File: src/sv/csfe_pkg.sv
// Package for the CAN signal field extractor: sizes, register indexes and the
// struct types shared by the front end, job queue, payload RAM, back end and top level.
// Depends on nothing.
package csfe_pkg;

    // Payload storage geometry.
    localparam int MAX_PAYLOAD_BYTES = 64;
    localparam int BYTE_IDX_W        = $clog2(MAX_PAYLOAD_BYTES);
    localparam int COUNT_W           = BYTE_IDX_W + 1;
    localparam int NUM_BANKS         = 2;
    localparam int BANK_W            = $clog2(NUM_BANKS);
    localparam int RAM_ADDR_W        = BANK_W + BYTE_IDX_W;
    localparam int RAM_DEPTH         = NUM_BANKS * MAX_PAYLOAD_BYTES;

    // Field and register widths.
    localparam int ID_W      = 29;
    localparam int START_W   = 9;
    localparam int LEN_W     = 6;
    localparam int VALUE_W   = 32;
    localparam int MAX_FIELD_BITS = 32;
    // A 32-bit field starting at bit 7 of a byte touches five bytes.
    localparam int WIN_BYTES = 5;
    localparam int WIN_W     = WIN_BYTES * 8;
    localparam int STEP_W    = 3;

    // Configuration port.
    localparam int PADDR_W = 5;
    localparam int PDATA_W = 32;
    localparam int REG_IDX_W = 3;
    localparam logic [REG_IDX_W-1:0] REG_MATCH_ID     = 3'd0;
    localparam logic [REG_IDX_W-1:0] REG_LSB_POS      = 3'd1;
    localparam logic [REG_IDX_W-1:0] REG_BIT_LENGTH   = 3'd2;
    localparam logic [REG_IDX_W-1:0] REG_BYTE_ORDER   = 3'd3;
    localparam logic [REG_IDX_W-1:0] REG_IS_SIGNED    = 3'd4;
    localparam logic [REG_IDX_W-1:0] REG_VALUE_OFFSET = 3'd5;

    localparam logic [LEN_W-1:0] BIT_LENGTH_RST = 6'd8;
    localparam logic ORDER_INTEL    = 1'b0;
    localparam logic ORDER_MOTOROLA = 1'b1;

    typedef struct packed {
        logic [ID_W-1:0] frame_id;
        logic [7:0]      data_byte;
        logic            last_byte;
    } in_item_t;

    typedef struct packed {
        logic signed [VALUE_W-1:0] signal_value;
        logic                      range_error;
    } out_item_t;

    typedef struct packed {
        logic [ID_W-1:0]           match_id;
        logic [START_W-1:0]        lsb_pos;
        logic [LEN_W-1:0]          bit_length;
        logic                      byte_order;
        logic                      is_signed;
        logic signed [VALUE_W-1:0] value_offset;
    } cfg_t;

    // One extraction request: the bank that holds the frame and its byte count.
    typedef struct packed {
        logic [BANK_W-1:0]  bank;
        logic [COUNT_W-1:0] count;
    } job_t;

    // Write port of the payload RAM.
    typedef struct packed {
        logic                  en;
        logic [RAM_ADDR_W-1:0] addr;
        logic [7:0]            data;
    } ram_wr_t;

endpackage

File: src/sv/csfe_payload_ram.sv
// Payload RAM: two banks of frame bytes, one write port and one registered read port.
// Depends on csfe_pkg.
module csfe_payload_ram (
    input  logic                            aclk,
    input  csfe_pkg::ram_wr_t               wr,
    input  logic                            rd_en,
    input  logic [csfe_pkg::RAM_ADDR_W-1:0] rd_addr,
    output logic [7:0]                      rd_data
);
    import csfe_pkg::*;

    logic [7:0] mem [RAM_DEPTH];
    logic [7:0] rd_data_reg;

    // Byte store from the front end.
    always_ff @(posedge aclk) begin
        if (wr.en) begin
            mem[wr.addr] <= wr.data;
        end
    end

    // Registered read for the back end.
    always_ff @(posedge aclk) begin
        if (rd_en) begin
            rd_data_reg <= mem[rd_addr];
        end
    end

    assign rd_data = rd_data_reg;

endmodule

File: src/sv/csfe_job_fifo.sv
// Job queue between front and back end: one entry per payload bank.
// An entry stays until the back end has finished with its bank. Depends on csfe_pkg.
module csfe_job_fifo (
    input  logic           aclk,
    input  logic           aresetn,
    input  logic           push,
    input  csfe_pkg::job_t push_job,
    input  logic           pop,
    output logic           full,
    output logic           head_valid,
    output csfe_pkg::job_t head_job
);
    import csfe_pkg::*;

    job_t              entry_reg [NUM_BANKS];
    logic [BANK_W-1:0] wr_ptr_reg, wr_ptr_next;
    logic [BANK_W-1:0] rd_ptr_reg, rd_ptr_next;
    logic [BANK_W:0]   cnt_reg, cnt_next;

    assign full       = (cnt_reg == (BANK_W + 1)'(NUM_BANKS));
    assign head_valid = (cnt_reg != '0);
    assign head_job   = entry_reg[rd_ptr_reg];

    // Pointer and occupancy update.
    always_comb begin
        wr_ptr_next = push ? wr_ptr_reg + BANK_W'(1) : wr_ptr_reg;
        rd_ptr_next = pop ? rd_ptr_reg + BANK_W'(1) : rd_ptr_reg;
        cnt_next    = cnt_reg;
        if (push && !pop) begin
            cnt_next = cnt_reg + (BANK_W + 1)'(1);
        end else if (pop && !push) begin
            cnt_next = cnt_reg - (BANK_W + 1)'(1);
        end
    end

    always_ff @(posedge aclk) begin
        if (!aresetn) begin
            wr_ptr_reg <= '0;
            rd_ptr_reg <= '0;
            cnt_reg    <= '0;
        end else begin
            wr_ptr_reg <= wr_ptr_next;
            rd_ptr_reg <= rd_ptr_next;
            cnt_reg    <= cnt_next;
        end
    end

    // Entry storage needs no reset.
    always_ff @(posedge aclk) begin
        if (push) begin
            entry_reg[wr_ptr_reg] <= push_job;
        end
    end

endmodule

File: src/sv/csfe_front.sv
// Front end: accepts payload byte requests, filters on the identifier, stores
// matching bytes in the current bank and queues a job at the end of each matching frame. Depends on csfe_pkg.
module csfe_front (
    input  logic               aclk,
    input  logic               aresetn,
    input  csfe_pkg::cfg_t     cfg,
    input  logic               s_valid,
    output logic               s_ready,
    input  csfe_pkg::in_item_t s_data,
    input  logic               job_full,
    output csfe_pkg::ram_wr_t  ram_wr,
    output logic               job_push,
    output csfe_pkg::job_t     job
);
    import csfe_pkg::*;

    logic [COUNT_W-1:0] count_reg, count_next;
    logic [BANK_W-1:0]  bank_reg, bank_next;
    logic               accept;
    logic               id_match;
    logic               room;
    logic [COUNT_W-1:0] stored_count;

    // The bank being filled is free whenever fewer than all banks await extraction.
    assign s_ready  = !job_full;
    assign accept   = s_valid && s_ready;
    assign id_match = (s_data.frame_id == cfg.match_id);
    assign room     = (count_reg < COUNT_W'(MAX_PAYLOAD_BYTES));
    assign stored_count = room ? count_reg + COUNT_W'(1) : count_reg;

    // Byte store; bytes past the end of the store are dropped.
    always_comb begin
        ram_wr.en   = accept && id_match && room;
        ram_wr.addr = {bank_reg, count_reg[BYTE_IDX_W-1:0]};
        ram_wr.data = s_data.data_byte;
    end

    // The final byte of a matching frame hands the bank to the back end.
    always_comb begin
        job_push  = accept && id_match && s_data.last_byte;
        job.bank  = bank_reg;
        job.count = stored_count;
    end

    // Byte count and bank selection.
    always_comb begin
        count_next = count_reg;
        bank_next  = bank_reg;
        if (accept) begin
            if (s_data.last_byte) begin
                count_next = '0;
            end else if (id_match) begin
                count_next = stored_count;
            end
        end
        if (job_push) begin
            bank_next = bank_reg + BANK_W'(1);
        end
    end

    always_ff @(posedge aclk) begin
        if (!aresetn) begin
            count_reg <= '0;
            bank_reg  <= '0;
        end else begin
            count_reg <= count_next;
            bank_reg  <= bank_next;
        end
    end

endmodule

File: src/sv/csfe_back.sv
// Back end: checks the signal against the received bytes, fetches the bytes it
// spans one per cycle, then aligns, masks, sign-extends and offsets the field. Depends on csfe_pkg.
module csfe_back (
    input  logic                            aclk,
    input  logic                            aresetn,
    input  csfe_pkg::cfg_t                  cfg,
    input  logic                            head_valid,
    input  csfe_pkg::job_t                  head_job,
    output logic                            job_pop,
    output logic                            rd_en,
    output logic [csfe_pkg::RAM_ADDR_W-1:0] rd_addr,
    input  logic [7:0]                      rd_data,
    output logic                            m_valid,
    input  logic                            m_ready,
    output csfe_pkg::out_item_t             m_data
);
    import csfe_pkg::*;

    localparam logic [1:0] ST_IDLE   = 2'd0;
    localparam logic [1:0] ST_FETCH  = 2'd1;
    localparam logic [1:0] ST_WAIT   = 2'd2;
    localparam logic [1:0] ST_FINISH = 2'd3;

    logic [1:0]        state_reg, state_next;
    logic [STEP_W-1:0] k_reg, k_next;
    logic [STEP_W-1:0] steps_reg, steps_next;
    logic              err_reg, err_next;
    logic              rdv_reg;
    logic [STEP_W-1:0] rdk_reg;
    logic [WIN_W-1:0]  win_reg;
    logic              out_valid_reg, out_valid_next;
    out_item_t         out_data_reg;

    logic [LEN_W-1:0]      len;
    logic                  len_zero;
    logic [BYTE_IDX_W-1:0] first_byte;
    logic [2:0]            first_bit;
    logic [LEN_W-1:0]      span;
    logic [STEP_W-1:0]     steps;
    logic [COUNT_W-1:0]    intel_last;
    logic                  err_intel;
    logic                  err_moto;
    logic                  range_err;
    logic [BYTE_IDX_W-1:0] byte_idx;
    logic                  out_free;
    logic                  load;
    logic [WIN_W-1:0]      shifted;
    logic [VALUE_W-1:0]    field;
    logic [VALUE_W-1:0]    mask;
    logic [VALUE_W-1:0]    raw;
    logic [4:0]            sign_idx;
    out_item_t             result;

    // Signal geometry; lengths above the maximum are clipped.
    assign len        = (cfg.bit_length > LEN_W'(MAX_FIELD_BITS)) ?
                        LEN_W'(MAX_FIELD_BITS) : cfg.bit_length;
    assign len_zero   = (len == '0);
    assign first_byte = cfg.lsb_pos[START_W-1:3];
    assign first_bit  = cfg.lsb_pos[2:0];
    assign span       = LEN_W'({3'b000, first_bit}) + len - LEN_W'(1);
    assign steps      = span[LEN_W-1:3];

    // Range check against the byte count of the frame at the head of the queue.
    assign intel_last = COUNT_W'(first_byte) + COUNT_W'(steps);
    assign err_intel  = (intel_last >= head_job.count);
    assign err_moto   = (BYTE_IDX_W'(steps) > first_byte) ||
                        (COUNT_W'(first_byte) >= head_job.count);
    assign range_err  = !len_zero &&
                        ((cfg.byte_order == ORDER_MOTOROLA) ? err_moto : err_intel);

    // Byte fetch address: walk up for Intel order, down for Motorola.
    assign byte_idx = (cfg.byte_order == ORDER_MOTOROLA) ?
                      first_byte - BYTE_IDX_W'(k_reg) : first_byte + BYTE_IDX_W'(k_reg);
    assign rd_en    = (state_reg == ST_FETCH);
    assign rd_addr  = {head_job.bank, byte_idx};

    assign out_free = !out_valid_reg || m_ready;
    assign load     = (state_reg == ST_FINISH) && out_free;
    assign job_pop  = load;

    // Sequencer.
    always_comb begin
        state_next = state_reg;
        k_next     = k_reg;
        steps_next = steps_reg;
        err_next   = err_reg;
        unique case (state_reg)
            ST_IDLE: begin
                if (head_valid) begin
                    k_next     = '0;
                    steps_next = steps;
                    err_next   = range_err;
                    state_next = (range_err || len_zero) ? ST_FINISH : ST_FETCH;
                end
            end
            ST_FETCH: begin
                k_next = k_reg + STEP_W'(1);
                if (k_reg == steps_reg) begin
                    state_next = ST_WAIT;
                end
            end
            ST_WAIT: begin
                state_next = ST_FINISH;
            end
            ST_FINISH: begin
                if (out_free) begin
                    state_next = ST_IDLE;
                end
            end
            default: begin
                state_next = ST_IDLE;
            end
        endcase
    end

    always_ff @(posedge aclk) begin
        if (!aresetn) begin
            state_reg <= ST_IDLE;
            rdv_reg   <= 1'b0;
        end else begin
            state_reg <= state_next;
            rdv_reg   <= rd_en;
        end
    end

    always_ff @(posedge aclk) begin
        k_reg     <= k_next;
        steps_reg <= steps_next;
        err_reg   <= err_next;
        rdk_reg   <= k_reg;
    end

    // Each fetched byte lands in its lane of the window.
    always_ff @(posedge aclk) begin
        if (rdv_reg) begin
            win_reg[rdk_reg * 8 +: 8] <= rd_data;
        end
    end

    // Field alignment, masking, sign extension and offset.
    always_comb begin
        shifted  = win_reg >> first_bit;
        field    = shifted[VALUE_W-1:0];
        mask     = ~({VALUE_W{1'b1}} << len);
        raw      = field & mask;
        sign_idx = 5'(len - LEN_W'(1));
        if (cfg.is_signed && !len_zero && field[sign_idx]) begin
            raw = raw | ~mask;
        end
        if (err_reg) begin
            result.signal_value = '0;
            result.range_error  = 1'b1;
        end else begin
            result.signal_value = $signed(raw + $unsigned(cfg.value_offset));
            result.range_error  = 1'b0;
        end
    end

    // Output register parts the back end from the result channel.
    always_comb begin
        out_valid_next = out_valid_reg;
        if (load) begin
            out_valid_next = 1'b1;
        end else if (m_ready) begin
            out_valid_next = 1'b0;
        end
    end

    always_ff @(posedge aclk) begin
        if (!aresetn) begin
            out_valid_reg <= 1'b0;
        end else begin
            out_valid_reg <= out_valid_next;
        end
    end

    always_ff @(posedge aclk) begin
        if (load) begin
            out_data_reg <= result;
        end
    end

    assign m_valid = out_valid_reg;
    assign m_data  = out_data_reg;

    // A job in progress always has its entry at the head of the queue.
    a_busy_has_job: assert property (@(posedge aclk) disable iff (!aresetn)
        state_reg != ST_IDLE |-> head_valid)
        else $error("back end busy without a queued job");

    // The fetch never runs past the last byte the signal spans.
    a_fetch_in_span: assert property (@(posedge aclk) disable iff (!aresetn)
        state_reg == ST_FETCH |-> k_reg <= steps_reg && steps_reg < STEP_W'(WIN_BYTES))
        else $error("byte fetch beyond signal span");

    // A finished job reaches the output register in the next cycle.
    a_finish_delivers: assert property (@(posedge aclk) disable iff (!aresetn)
        state_reg == ST_FINISH && out_free |=> out_valid_reg)
        else $error("finished job not delivered");

    // An out-of-range result carries a zero value.
    a_error_zero: assert property (@(posedge aclk) disable iff (!aresetn)
        out_valid_reg && out_data_reg.range_error |-> out_data_reg.signal_value == '0)
        else $error("range error with non-zero value");

endmodule

File: src/sv/can_signal_field_extractor.sv
// CAN signal field extractor. The final byte request of a matching frame queues a job; for
// an out-of-range or zero-length signal the back end goes straight to its finish state, else
// it reads the one to five bytes the signal spans (one RAM read each) and waits for the last.
// Throughput: one byte request per cycle while fewer than two frames await extraction; the
// back end works on one frame at a time. Reset is synchronous, active low; it clears counters,
// queue and configuration (bit length 8, others 0); no RAM clearing.
module can_signal_field_extractor (
    input  logic                         aclk,
    input  logic                         aresetn,
    input  logic                         psel,
    input  logic                         penable,
    input  logic                         pwrite,
    input  logic [csfe_pkg::PADDR_W-1:0] paddr,
    input  logic [csfe_pkg::PDATA_W-1:0] pwdata,
    output logic [csfe_pkg::PDATA_W-1:0] prdata,
    output logic                         pready,
    input  logic                         s_valid,
    output logic                         s_ready,
    input  csfe_pkg::in_item_t           s_data,
    output logic                         m_valid,
    input  logic                         m_ready,
    output csfe_pkg::out_item_t          m_data
);
    import csfe_pkg::*;

    cfg_t                  cfg_reg;
    logic                  cfg_write;
    logic [REG_IDX_W-1:0]  reg_idx;
    ram_wr_t               ram_wr;
    logic                  job_push;
    job_t                  push_job;
    logic                  job_pop;
    logic                  job_full;
    logic                  head_valid;
    job_t                  head_job;
    logic                  rd_en;
    logic [RAM_ADDR_W-1:0] rd_addr;
    logic [7:0]            rd_data;

    assign pready    = 1'b1;
    assign reg_idx   = paddr[PADDR_W-1:2];
    assign cfg_write = psel && penable && pwrite && pready;

    // Configuration registers.
    always_ff @(posedge aclk) begin
        if (!aresetn) begin
            cfg_reg.match_id     <= '0;
            cfg_reg.lsb_pos      <= '0;
            cfg_reg.bit_length   <= BIT_LENGTH_RST;
            cfg_reg.byte_order   <= ORDER_INTEL;
            cfg_reg.is_signed    <= 1'b0;
            cfg_reg.value_offset <= '0;
        end else if (cfg_write) begin
            unique case (reg_idx)
                REG_MATCH_ID:     cfg_reg.match_id     <= pwdata[ID_W-1:0];
                REG_LSB_POS:      cfg_reg.lsb_pos      <= pwdata[START_W-1:0];
                REG_BIT_LENGTH:   cfg_reg.bit_length   <= pwdata[LEN_W-1:0];
                REG_BYTE_ORDER:   cfg_reg.byte_order   <= pwdata[0];
                REG_IS_SIGNED:    cfg_reg.is_signed    <= pwdata[0];
                REG_VALUE_OFFSET: cfg_reg.value_offset <= $signed(pwdata[VALUE_W-1:0]);
                default: begin
                end
            endcase
        end
    end

    // Register read-back.
    always_comb begin
        unique case (reg_idx)
            REG_MATCH_ID:     prdata = PDATA_W'(cfg_reg.match_id);
            REG_LSB_POS:      prdata = PDATA_W'(cfg_reg.lsb_pos);
            REG_BIT_LENGTH:   prdata = PDATA_W'(cfg_reg.bit_length);
            REG_BYTE_ORDER:   prdata = PDATA_W'(cfg_reg.byte_order);
            REG_IS_SIGNED:    prdata = PDATA_W'(cfg_reg.is_signed);
            REG_VALUE_OFFSET: prdata = PDATA_W'($unsigned(cfg_reg.value_offset));
            default:          prdata = '0;
        endcase
    end

    csfe_front u_front (
        .aclk     (aclk),
        .aresetn  (aresetn),
        .cfg      (cfg_reg),
        .s_valid  (s_valid),
        .s_ready  (s_ready),
        .s_data   (s_data),
        .job_full (job_full),
        .ram_wr   (ram_wr),
        .job_push (job_push),
        .job      (push_job)
    );

    csfe_payload_ram u_ram (
        .aclk    (aclk),
        .wr      (ram_wr),
        .rd_en   (rd_en),
        .rd_addr (rd_addr),
        .rd_data (rd_data)
    );

    csfe_job_fifo u_jobs (
        .aclk       (aclk),
        .aresetn    (aresetn),
        .push       (job_push),
        .push_job   (push_job),
        .pop        (job_pop),
        .full       (job_full),
        .head_valid (head_valid),
        .head_job   (head_job)
    );

    csfe_back u_back (
        .aclk       (aclk),
        .aresetn    (aresetn),
        .cfg        (cfg_reg),
        .head_valid (head_valid),
        .head_job   (head_job),
        .job_pop    (job_pop),
        .rd_en      (rd_en),
        .rd_addr    (rd_addr),
        .rd_data    (rd_data),
        .m_valid    (m_valid),
        .m_ready    (m_ready),
        .m_data     (m_data)
    );

endmodule

File: config.mk
export PLATFORM = sky130hd
export DESIGN_NAME = can_signal_field_extractor
export DESIGN_NICKNAME = d
export VERILOG_FILES = /design/src/sv/csfe_pkg.sv /design/src/sv/csfe_payload_ram.sv /design/src/sv/csfe_job_fifo.sv /design/src/sv/csfe_front.sv /design/src/sv/csfe_back.sv /design/src/sv/can_signal_field_extractor.sv
export SDC_FILE = /design/constraint.sdc
export NUM_CORES = 1
export LEC_CHECK = 0
export BUFFER_PORTS_ARGS = -buffer_cell sky130_fd_sc_hd__buf_2
export CAP_MARGIN = 20
export CORE_ASPECT_RATIO = 0.5
export CORE_MARGIN = 2
export CORE_UTILIZATION = 56
export CTS_CLUSTER_SIZE = 25
export DETAILED_ROUTE_END_ITERATION = 7
export PLACE_DENSITY_LB_ADDON = 0.12
export SETUP_SLACK_MARGIN = 0.1
export SLEW_MARGIN = 20
export SYNTH_ARGS = -nofsm -noshare
export SYNTH_HDL_FRONTEND = slang
export SYNTH_SLANG_ARGS = --single-unit
File: constraint.sdc
create_clock -name aclk -period 9.1 [get_ports aclk]
set_clock_uncertainty 0.05 [all_clocks]
set_input_delay 0.455 -clock aclk [delete_from_list [all_inputs] [get_ports aclk]]
set_output_delay 0.455 -clock aclk [all_outputs]
set_load 0.005 [all_outputs]
=== Word level (Yosys, flattened, before mapping) ===
Memory sizes are Yosys's and may differ from the RTL's. A register that Yosys moved wholly into a read port is not among the register bits.
Cells that the tools add are included.

* Flip-flop bits (word level): 177
* Bits in writable memories: 1040
* Bits of input ports: 82
* Output and inout bits: 68
* Logic and storage cells: 133
* Memories kept: 2

{| class="wikitable"
|+ Memory list
! memory !! words !! width !! rd ports !! clocked after Yosys merged registers in !! wr ports !! line !! RTL
|-
| u_ram.mem || 128 || 8 || 1 || 1 || 1 || csfe_payload_ram.sv:12 || <nowiki>logic [7:0] mem [RAM_DEPTH];</nowiki>
|-
| u_jobs.entry_reg || 2 || 8 || 1 || 1 || 1 || csfe_job_fifo.sv:15 || <nowiki>job_t entry_reg [NUM_BANKS];</nowiki>
|}

* Add/subtract/negate cells: 15
* Magnitude comparators: 6
* Equality and inequality tests: 14
* Shift operators: 4
* Muxes and demuxes: 29
* Bitwise gates (word level): 4
* Reductions and logical operators: 38

{| class="wikitable"
|+ Operators with widths
! operator !! count
|-
| $pmux 32 s6 || 1
|-
| $not 32->32 || 2
|-
| $bwmux 40 || 1
|-
| $shift 8x34->40 const A || 1
|-
| $shiftx 8x34->40 || 1
|-
| $shr 40x3->32 || 1
|-
| $neg 6->34 || 1
|-
| $add 32x32->32 || 1
|-
| $and 32x32->32 || 1
|-
| $mux 32 || 1
|-
| $or 32x32->32 || 1
|-
| $shl 32x6->32 const A || 1
|-
| $eq 29x29->1 || 1
|-
| $mux 7 || 3
|-
| $reduce_and 2->1 || 9
|-
| $logic_and 1x1->1 || 12
|-
| $mux 2 || 6
|-
| $mux 6 || 2
|-
| $mux 1 || 11
|-
| $reduce_bool 2->1 || 5
|-
| $pmux 2 s4 || 1
|-
| $add 6x3->7 || 1
|-
| $add 7x1->7 const B || 1
|-
| $ge 6x7->1 || 1
|-
| other kinds (31) || 44
|}

=== Depth between registers and ports, before layout ===
Gate-level depths: netlist of run 1.

* Depth in word-level cells: 12
* Gate-level depth with buffers: 31
* Depth with buffers taken out: 26

=== Modules after synthesis ===
Synthesis of run 1 repeated with hierarchy kept, for this count alone.

* Cells, all modules: 2931
* Area, all modules: 52945.8 µm²

{| class="wikitable"
|+ Modules (own cells, without submodules)
! module !! times used !! cells each !! area each (µm²) !! sequential area each (µm²)
|-
| csfe_payload_ram || 1 || 1635 || 39745.6 || 30989.7
|-
| csfe_back || 1 || 781 || 7993.9 || 2512.4
|-
| can_signal_field_extractor || 1 || 365 || 3469.6 || 1561.5
|-
| csfe_front || 1 || 103 || 939.7 || 160.2
|-
| csfe_job_fifo || 1 || 47 || 797.0 || 580.6
|}

=== Worst setup path before layout of run 1 ===
No wires, ideal clock.

* Path type: reg-to-reg
* Start point: register cfg_reg[34] (netlist bit)
* End point: register u_back.out_data_reg (netlist bit u_back.m_data[31]) (data pin)
* Setup time: 0.266 ns
* Data arrival time: 6.043 ns
* Data required time: 8.784 ns
* Setup slack: 2.741 ns
* Stages on the path, launching flop included: 30
* Path buffers: 5
* Clock period less this slack: 6.359 ns
* Cells stage by stage: dfxtp_1 > nor2b_1 > buf_2 > inv_2 > buf_6 > clkbuf_1 > ha_1 > inv_1 > ha_1 > buf_1 > nor2b_1 > and3_1 > o31ai_1 > nand4_1 > a211oi_1 > nand3b_4 > buf_6 > a31oi_1 > ha_1 > fa_1 > a21o_1 > a221oi_1 > a21oi_1 > a21o_1 > a221o_1 > a41o_1 > a21oi_1 > o21ai_0 > xnor2_1 > nor2_1

* Cells in the longest elaborated chain, start to end: 8
* Elaborated cells between the ends (all ways): 16
* Classes of those cells: add/sub: 2; order compare: 1; shift: 1; mux: 4; bitwise: 4; reduce/logical: 4

{| class="wikitable"
|+ Ends and longest elaborated chain
! what !! line !! RTL
|-
| start, declared || can_signal_field_extractor.sv:26 || <nowiki>cfg_t cfg_reg;</nowiki>
|-
| $gt 6x6->1 || csfe_back.sv:55 || <nowiki>assign len = (cfg.bit_length > LEN_W'(MAX_FIELD_BITS)) ?</nowiki>
|-
| $mux 6 * || csfe_back.sv:55 ||
|-
| $sub 5x1->5, or another cell as far along || csfe_back.sv:146 || <nowiki>sign_idx = 5'(len - LEN_W'(1));</nowiki>
|-
| $bmux 1 s5, or another cell as far along || csfe_back.sv:147 || <nowiki>if (cfg.is_signed && !len_zero && field[sign_idx]) begin</nowiki>
|-
| $mux 1 (implied by the code), or another cell as far along || csfe_back.sv:147 ||
|-
| $logic_and 1x1->1 or $or 32x32->32 (tied branches) || csfe_back.sv:147, csfe_back.sv:148 ||
|-
| $mux 32 * || csfe_back.sv:147 ||
|-
| $add 32x32->32 * || csfe_back.sv:154 || <nowiki>result.signal_value = $signed(raw + $unsigned(cfg.value_offset));</nowiki>
|-
| end signal, assigned || csfe_back.sv:179 || <nowiki>out_data_reg <= result;</nowiki>
|-
| end, declared || csfe_back.sv:32 || <nowiki>out_item_t out_data_reg;</nowiki>
|}

Every way passes the cells marked *; elsewhere a longest branch is shown, timed or not. The select of a mux whose other input is x is not followed.
A chain may end at the register's enable or synchronous reset.

=== Final worst setup path of run 1 ===
* Start point: register cfg_reg[39] (netlist bit)
* End point: register u_back.out_data_reg (netlist bit u_back.m_data[30]) (data pin)

Same word-level chain as after synthesis.

==> metrics.md, run 1 <==
| Metric | Value |
|---|---|
| First-pass GRT wire length | 184000 um |
| Share of layout cells above drive strength 1 | about 23% |
| Largest net degree at the start of global routing | 105 |
| Worst-Margin Slew | 1.08 ns |
| Row count | 79 |
| YS warnings | 0 |
| Status | completed |
| Via density per instance | around 6.3 |
| H-tree depth | 3 |
| Max reg flops | 1024 |
| Crit path kind | register to register |
| Clk buf depth | 3 |
| Dpl cell area | 55200 um2 |
| Synth Register Bits | 1225 |
| Clock-pin transition on the worst setup and hold timing paths | roughly 0.070 ns |
| Gpl congestion | between 0.8 and 0.9 |
| Grt met3 use | under 10% |
| Routed WL | 124000 um |
| Core ar. | 93500 um2 |
| Fillers | 6601 |
| Drt drc | 0 |
| Max-Cap Viols | 0 |
| Commonest non-fill, non-tap cells in the layout | edfxtp_1 (1127), mux4_2 (352), nor2_1 (248) |
| Initial antenna violation count | 1 |
| I/O Buffers | 146 |
| Final worst-path cycle share | 83.3% |
| WL/cell | ~27 um |
| Pleak | 19.5 nW |
| P&R area growth vs syn | 11.3% |
| Final Setup Violations | 0 |
| Die Ht | 222 um |
| Worst setup margin | 1.52 ns |
| Initial Util | a little under three fifths |
| CP startpoint kind | register |
| TritonCTS buffer count | 105 |
| Die area | 97500 um2 |
| Peak Freq | 132 MHz |
| Vias | 28900 |
| Post-DP HPWL | 77900 um |
| Final instance area | 59100 um2 |
| M1 GR Usage | 38.9% |
| HP Class | input port to register |
| WHS Path Cells | 1 |
| TritonRoute pass-1 iters | 6 |
| Mapped Area | 53100 um2 |
| Crit-path max FO | 31 |
| Yosys cell types | 73 |
| GRT Overall Usage | 25.5% |
| Area fraction of the dominant cell type after synthesis | 63.7% |
| Nets | 3434 |
| CP arrival | 7.95 ns |
| Ranking of synthesized cells by area | edfxtp_1 (64%), mux4_2 (15%), dfxtp_1 (3.7%), ha_1 (1.8%), nor2_1 (1.8%) |
| Syn_nets | 3280 |
| Avg Cell Area, Syn | 17.0 um2 |
| R2R Path Start | cfg_reg[39]$_SDFFE_PN0P_ |
| # Post-CTS Setup Buffers | 0 |
| Power per cell area | approximately 220 nW/um2 |
| I/O Pins | 150 |
| CTS-repair resized insts | 0 |
| Met2 Usage GRT | a little under two fifths |
| Hold Startpoint | s_data[6] |
| Pre-CTS setup slack | 1.72 ns |
| Aggregate global routing overflow | 0 |
| Crit end category | register |
| Cells after Synth | 3118 |
| CTS hold repair buffers | 32 |
| Setup TNS | 0 ns |
| Setup crit start | cfg_reg[39]$_SDFFE_PN0P_ |
| Number of flops mapped to enable cells by yosys | 1127 |
| Die Width | 440 um |
| R2R depth | 25 |
| Yosys top cell by area | edfxtp_1 |
| Post-synth top flop | edfxtp_1 |
| Worst skew pair latency | about 0.73 ns |
| CTS root buffer | clkbuf_16 |
| Peak supply drop | 159 uV |
| Relative slew margins | 27.7% |
| DRT iter0 DRCs | 3268 |
| Unrepaired setup endpoints after global routing | no |
| Critical path required time | roughly 9.5 ns |
| Synth async-reset ratio | 0% |
| Busiest grt layer | met1 |
| Post-DRT Antenna Nets | 0 |
| Fin. Hold Viols | 0 |
| Clock period minus worst slack | 7.58 ns |
| Commonest non-fill, non-tap cell in the layout | edfxtp_1 |
| Post-synthesis sequential area ratio | approximately two thirds |
| Final Max Tran Viols | 0 |
| Clock sink count | between 1000 and 1500 |
| Vias in the first global route | 28300 |
| CTS tree | yes |
final cells by class:
cell class                      instances  area, um2  share of cell area (%)
Clock buffer                          128       2760                    4.68
Timing Repair Buffer                  221       1480                    2.50
Tap cell                             1255       1570                    2.66
Inverter                               50        188                   0.318
Antenna cell                            1       2.50                 0.00423
Sequential cell                      1225      35800                    60.6
Clock inverter                         68        802                    1.36
Multi-Input combinational cell       1669      16500                    27.9
power breakdown:
| group | total (mW) | switching [mW] | leakage [nW] | internal [mW] |
|---|---|---|---|---|
| clock network | 4.67 | 2.06 | 1.75 | 2.61 |
| registers | 6.18 | 0.0227 | 10.9 | 6.16 |
| logic | 2.12 | 1.15 | 6.86 | 0.974 |
through the flow:
stage | power (mW) | instances | util [%] | hold WS [ns]
floorplan | 7.68 | 3118 | - | 0.374
global placement | 8.40 | 4387 | 59.0 | 0.428
detailed placement | 8.42 | 4387 | 59.0 | 0.439
CTS | 13.1 | 4615 | 63.2 | 0.0578
global route | 13.4 | 4617 | 63.2 | 0.0668
finish | 13.0 | 4617 | 63.2 | 0.106
critical path, cell delays in order (launching register included):
cell	delay, ns
dfxtp_1	0.84
inv_1	0.40
nand2_1	0.22
ha_1	0.32
inv_1	0.10
ha_1	0.53
nor2b_1	0.23
a31oi_1	0.10
and3_1	0.19
a22oi_1	0.21
o31ai_1	0.17
a221oi_1	0.32
a211oi_1	0.08
nand3b_4	0.43
o21ai_0	0.44
ha_1	0.38
a21oi_1	0.15
o21ai_0	0.11
or3b_2	0.49
o211ai_1	0.23
a21oi_1	0.12
a211oi_1	0.47
o21ai_0	0.22
a211oi_1	0.29
or3_1	0.14
a21oi_1	0.06
cells in the mapped netlist, drive strengths merged, types with 3 or more instances:
| cell | count |
|---|---|
| a221oi | 5 |
| or3 | 8 |
| o211ai | 9 |
| a31oi | 19 |
| a21o | 23 |
| o21ai | 45 |
| nor4 | 5 |
| xnor2 | 61 |
| mux4 | 352 |
| or2 | 3 |
| buf | 44 |
| nor2b | 37 |
| o31ai | 3 |
| inv | 50 |
| o21a | 3 |
| nand3 | 23 |
| a21oi | 86 |
| a221o | 3 |
| nand4b | 4 |
| o31a | 5 |
| ha | 77 |
| clkbuf | 130 |
| a41o | 3 |
| a32o | 4 |
| mux2i | 87 |
| nand2 | 222 |
| o21bai | 7 |
| mux2 | 32 |
| dfxtp | 98 |
| a21boi | 67 |
| fa | 3 |
| edfxtp | 1127 |
| a22o | 20 |
| nor3 | 17 |
| and2 | 74 |
| and3 | 19 |
| xor2 | 20 |
| nand2b | 10 |
| a211oi | 23 |
| nand4 | 13 |
| nor2 | 248 |
cells by family (layout without fill, tap and decap cells):
family / after synthesis / count (layout) / share of synthesized area (%)
muxes: 471 / 471 / 17.3
other: 1 / 2 / 0.00706
buffers and inverters: 224 / 467 / 1.71
DFF: 1225 / 1225 / 67.4
and+or+nand+nor: 693 / 693 / 5.96
adders and majority gates: 80 / 80 / 1.93
xor gates and xnor gates: 81 / 81 / 1.34
AOI/OAI and AO/OA: 343 / 343 / 4.40
worst paths after layout:
check	endpoint	slack, ns
setup / recovery	u_back.m_data[30]$_SDFFCE_PP0P_	1.52
hold / removal	u_ram.mem[53][5]$_DFFE_PP_	0.11
setup reg to reg	u_back.m_data[30]$_SDFFCE_PP0P_	1.52
hold reg to reg	cfg_reg[60]$_SDFFE_PN0P_	0.45
per-layer routing:
metal | up-vias | wire length, um
met4 | 0 | 2560
met1 | 15000 | 54200
met5 | - | 0
met2 | 1132 | 56600
met3 | 153 | 10500
li1 | 12600 | -
No activity file was read; power rests on OpenSTA's default activity.
==> run 2: changes to the inputs <==
clock period = 7 ns   (was 9.1 ns; I/O delays follow)
==> run 2 against run 1 <==
Compared with the run above: via count is 0.43% higher; clock power up 20%; combinational power increased by 31%; worst hold slack worse by 0.057 ns; power rose by 27%; sequential share of layout area grew 0.16 points; design area down 0.26%; global-route usage is 0.45 points higher.
==> metrics.md, run 2 (same netlist as run 1, synthesis figures left out) <==
| Metric | Value |
|---|---|
| Die area | 97500 um2 (unchanged) |
| Peak Freq | 154 MHz (+16%) |
| Final worst-path cycle share | 93.1% (+9.8 points) |
| H-tree depth | 3 (unchanged) |
| Die Ht | 222 um (unchanged) |
| Power per cell area | 279 nW/um2 (+27%) |
| Worst skew pair latency | 0.75 ns (+0.02 ns) |
| Pre-CTS setup slack | 0.525 ns (-1.19 ns) |
| Finished Layout Cells | 4624 (+0.15%) |
| Max-Cap Viols | 0 (unchanged) |
| Row count | 79 (unchanged) |
| Die Width | 440 um (unchanged) |
| Area occupied by registers | 35800 um2 (unchanged) |
| CTS tree | yes |
| TritonCTS buffer count | 104 (-0.95%) |
| Busiest grt layer | met1 |
| Vias | 29100 (+0.43%) |
| P&R area growth vs syn | 11.0% |
| Hold Startpoint | s_data[0] |
| Drt drc | 0 (unchanged) |
| # Post-CTS Setup Buffers | 0 (unchanged) |
| Tot Pwr | 16.4 mW (+27%) |
| Share of layout cells above drive strength 1 | 22.7% (-0.077 points) |
| Clock-pin transition on the worst setup and hold timing paths | 0.07 ns (about the same) |
| Commonest non-fill, non-tap cells in the layout | edfxtp_1 (1127), mux4_2 (352), nor2_1 (248) |
| Peak supply drop | 246 uV (+55%) |
| Relative slew margins | 28.8% (+1.1 points) |
| Worst setup margin | 0.485 ns (-1.03 ns) |
| CP arrival | 6.90 ns (-1.05 ns) |
| Post-DP HPWL | 80000 um (+2.7%) |
| Largest net degree at the start of global routing | 104 (-0.95%) |
| Hold slack | 0.0493 ns (-0.0570 ns) |
| Crit path kind | register to register |
| WL/cell | 27.2 um (+1.3%) |
| R2R setup slack | 0.49 ns (-1.03 ns) |
| CP startpoint kind | register |
| Area taken by multi-input logic gates | 16500 um2 (about the same) |
| M1 GR Usage | 39.6% (+0.78 points) |
| Clk buf depth | 3 (unchanged) |
| Fillers | 6671 (+1.1%) |
| Crit-path max FO | 20 (-35%) |
| Core ar. | 93500 um2 (unchanged) |
| Critical path required time | 7.38 ns (-2.09 ns) |
| DRT iter0 DRCs | 3590 (+9.9%) |
| Placed cells | 4399 (+0.27%) |
| Final core occ | 63.0% (-0.16 points) |
| Commonest non-fill, non-tap cell in the layout | edfxtp_1 |
| HP Class | input port to register |
| Vias in the first global route | 28300 (+0.22%) |
| Gpl congestion | 0.914 (+1.9%) |
| Grt met3 use | 5.09% (-0.92 points) |
| CTS root buffer | clkbuf_16 |
| Nets | 3445 (+0.32%) |
| Met2 Usage GRT | 39.3% (+1.3 points) |
| Initial antenna violation count | 1 (unchanged) |
| Status | completed |
| Dpl cell area | 55300 um2 (+0.25%) |
| I/O Pins | 150 (unchanged) |
| FF-to-FF End | u_back.m_data[31]$_SDFFCE_PP0P_ |
| Fin. Hold Viols | 0 (unchanged) |
| Final instance area | 58900 um2 (-0.26%) |
| Max reg flops | 1024 (unchanged) |
| Worst-Margin Slew | 1.06 ns (-0.0195 ns) |
| GRT Overall Usage | 26.0% (+0.45 points) |
| WHS Path Cells | 4 (+3) |
| I/O Buffers | 146 (unchanged) |
| Clock period minus worst slack | 6.51 ns (-1.07 ns) |
| Hold endpoint | u_front.count_reg[0]$_SDFFE_PN0P_ |
| Initial Util | 56.8% (unchanged) |
| Clock sink count | 1225 (unchanged) |
| Final Max Tran Viols | 0 (unchanged) |
| First-pass GRT wire length | 187000 um (+1.6%) |
| Via density per instance | 6.28 (+0.28%) |
| Final Setup Violations | 0 (unchanged) |
| Pleak | 19.4 nW (-0.48%) |
| TritonRoute pass-1 iters | 6 (unchanged) |
| R2R depth | 21 (-16%) |
| Crit end category | register |
| Aggregate global routing overflow | 0 (unchanged) |
| Routed WL | 126000 um (+1.5%) |
| Setup TNS | 0 ns (unchanged) |
| Post-DRT Antenna Nets | 0 (unchanged) |
| Unrepaired setup endpoints after global routing | no |
| R2R Path Start | cfg_reg[42]$_SDFFE_PN0P_ |
-- run 2: cell types whose count changed in the layout (fill, tap and decap cells not counted), moves of 2 or more --
cell        delta
bufinv_16     -11
buf_4          +8
clkbuf_1       +6
inv_6          -5
buf_12         +4
clkinv_1       +3
clkinv_16      +3
clkbuf_8       -2
clkinvlp_4     +2
-- run 2: per-layer routing --
layer	wire (um)	up-vias
li1	-	12600
met1	54900	15200
met2	58200	1095
met3	9880	177
met4	2730	0
met5	0	-
-- run 2: cell type report --
type                    instances  area share [%]
multi-input cells            1669            28.0
repair buffers                233            2.72
well taps                    1255            2.66
flip-flops and latches       1225            60.7
clock inverters                60           0.930
inverters                      50           0.318
clock buffers                 131            4.64
diodes                          1         0.00425
-- run 2: worst max path at each step --
stage	to	cells after the start	start
6_report	u_back.m_data[31]$_SDFFCE_PP0P_	21	cfg_reg[42]$_SDFFE_PN0P_
5_1_grt	u_back.m_data[31]$_SDFFCE_PP0P_	22	cfg_reg[41]$_SDFFE_PN0P_
4_1_cts	u_back.m_data[31]$_SDFFCE_PP0P_	24	cfg_reg[39]$_SDFFE_PN0P_
3_5_place_dp	u_back.m_data[31]$_SDFFCE_PP0P_	24	cfg_reg[39]$_SDFFE_PN0P_
3_3_place_gp	u_back.m_data[31]$_SDFFCE_PP0P_	22	cfg_reg[41]$_SDFFE_PN0P_
2_1_floorplan	u_back.m_data[31]$_SDFFCE_PP0P_	29	cfg_reg[34]$_SDFFE_PN0P_
-- run 2: where the power goes --
group	switching [mW]	internal, mW
clock	2.67	2.95
sequential	0.0289	8.01
combinational	1.50	1.28
-- run 2: worst max-delay path, stage by stage (launching register included) --
cell and delay [ns]:
dfxtp_2 0.67, mux2i_1 0.66, mux2_2 0.28, mux2i_1 0.06, mux4_2 0.52, a31oi_4 0.22
a21oi_1 0.10, or3_4 0.38, nand3b_4 0.21, a31oi_1 0.15, ha_1 0.23, fa_1 0.40
a21o_1 0.19, a221oi_1 0.45, a21oi_1 0.24, a21o_1 0.22, a221o_1 0.36, a41o_1 0.30
a21oi_1 0.21, o21ai_0 0.14, xnor2_1 0.16, nor2_1 0.05
-- run 2: what timing repair did --
action | 4_1_cts | 5_1_grt
resized for setup | 0 | 2
hold buffers | 33 | 0
endpoints found under the hold margin | 103 | 0
endpoints found under the setup margin | 0 | 3
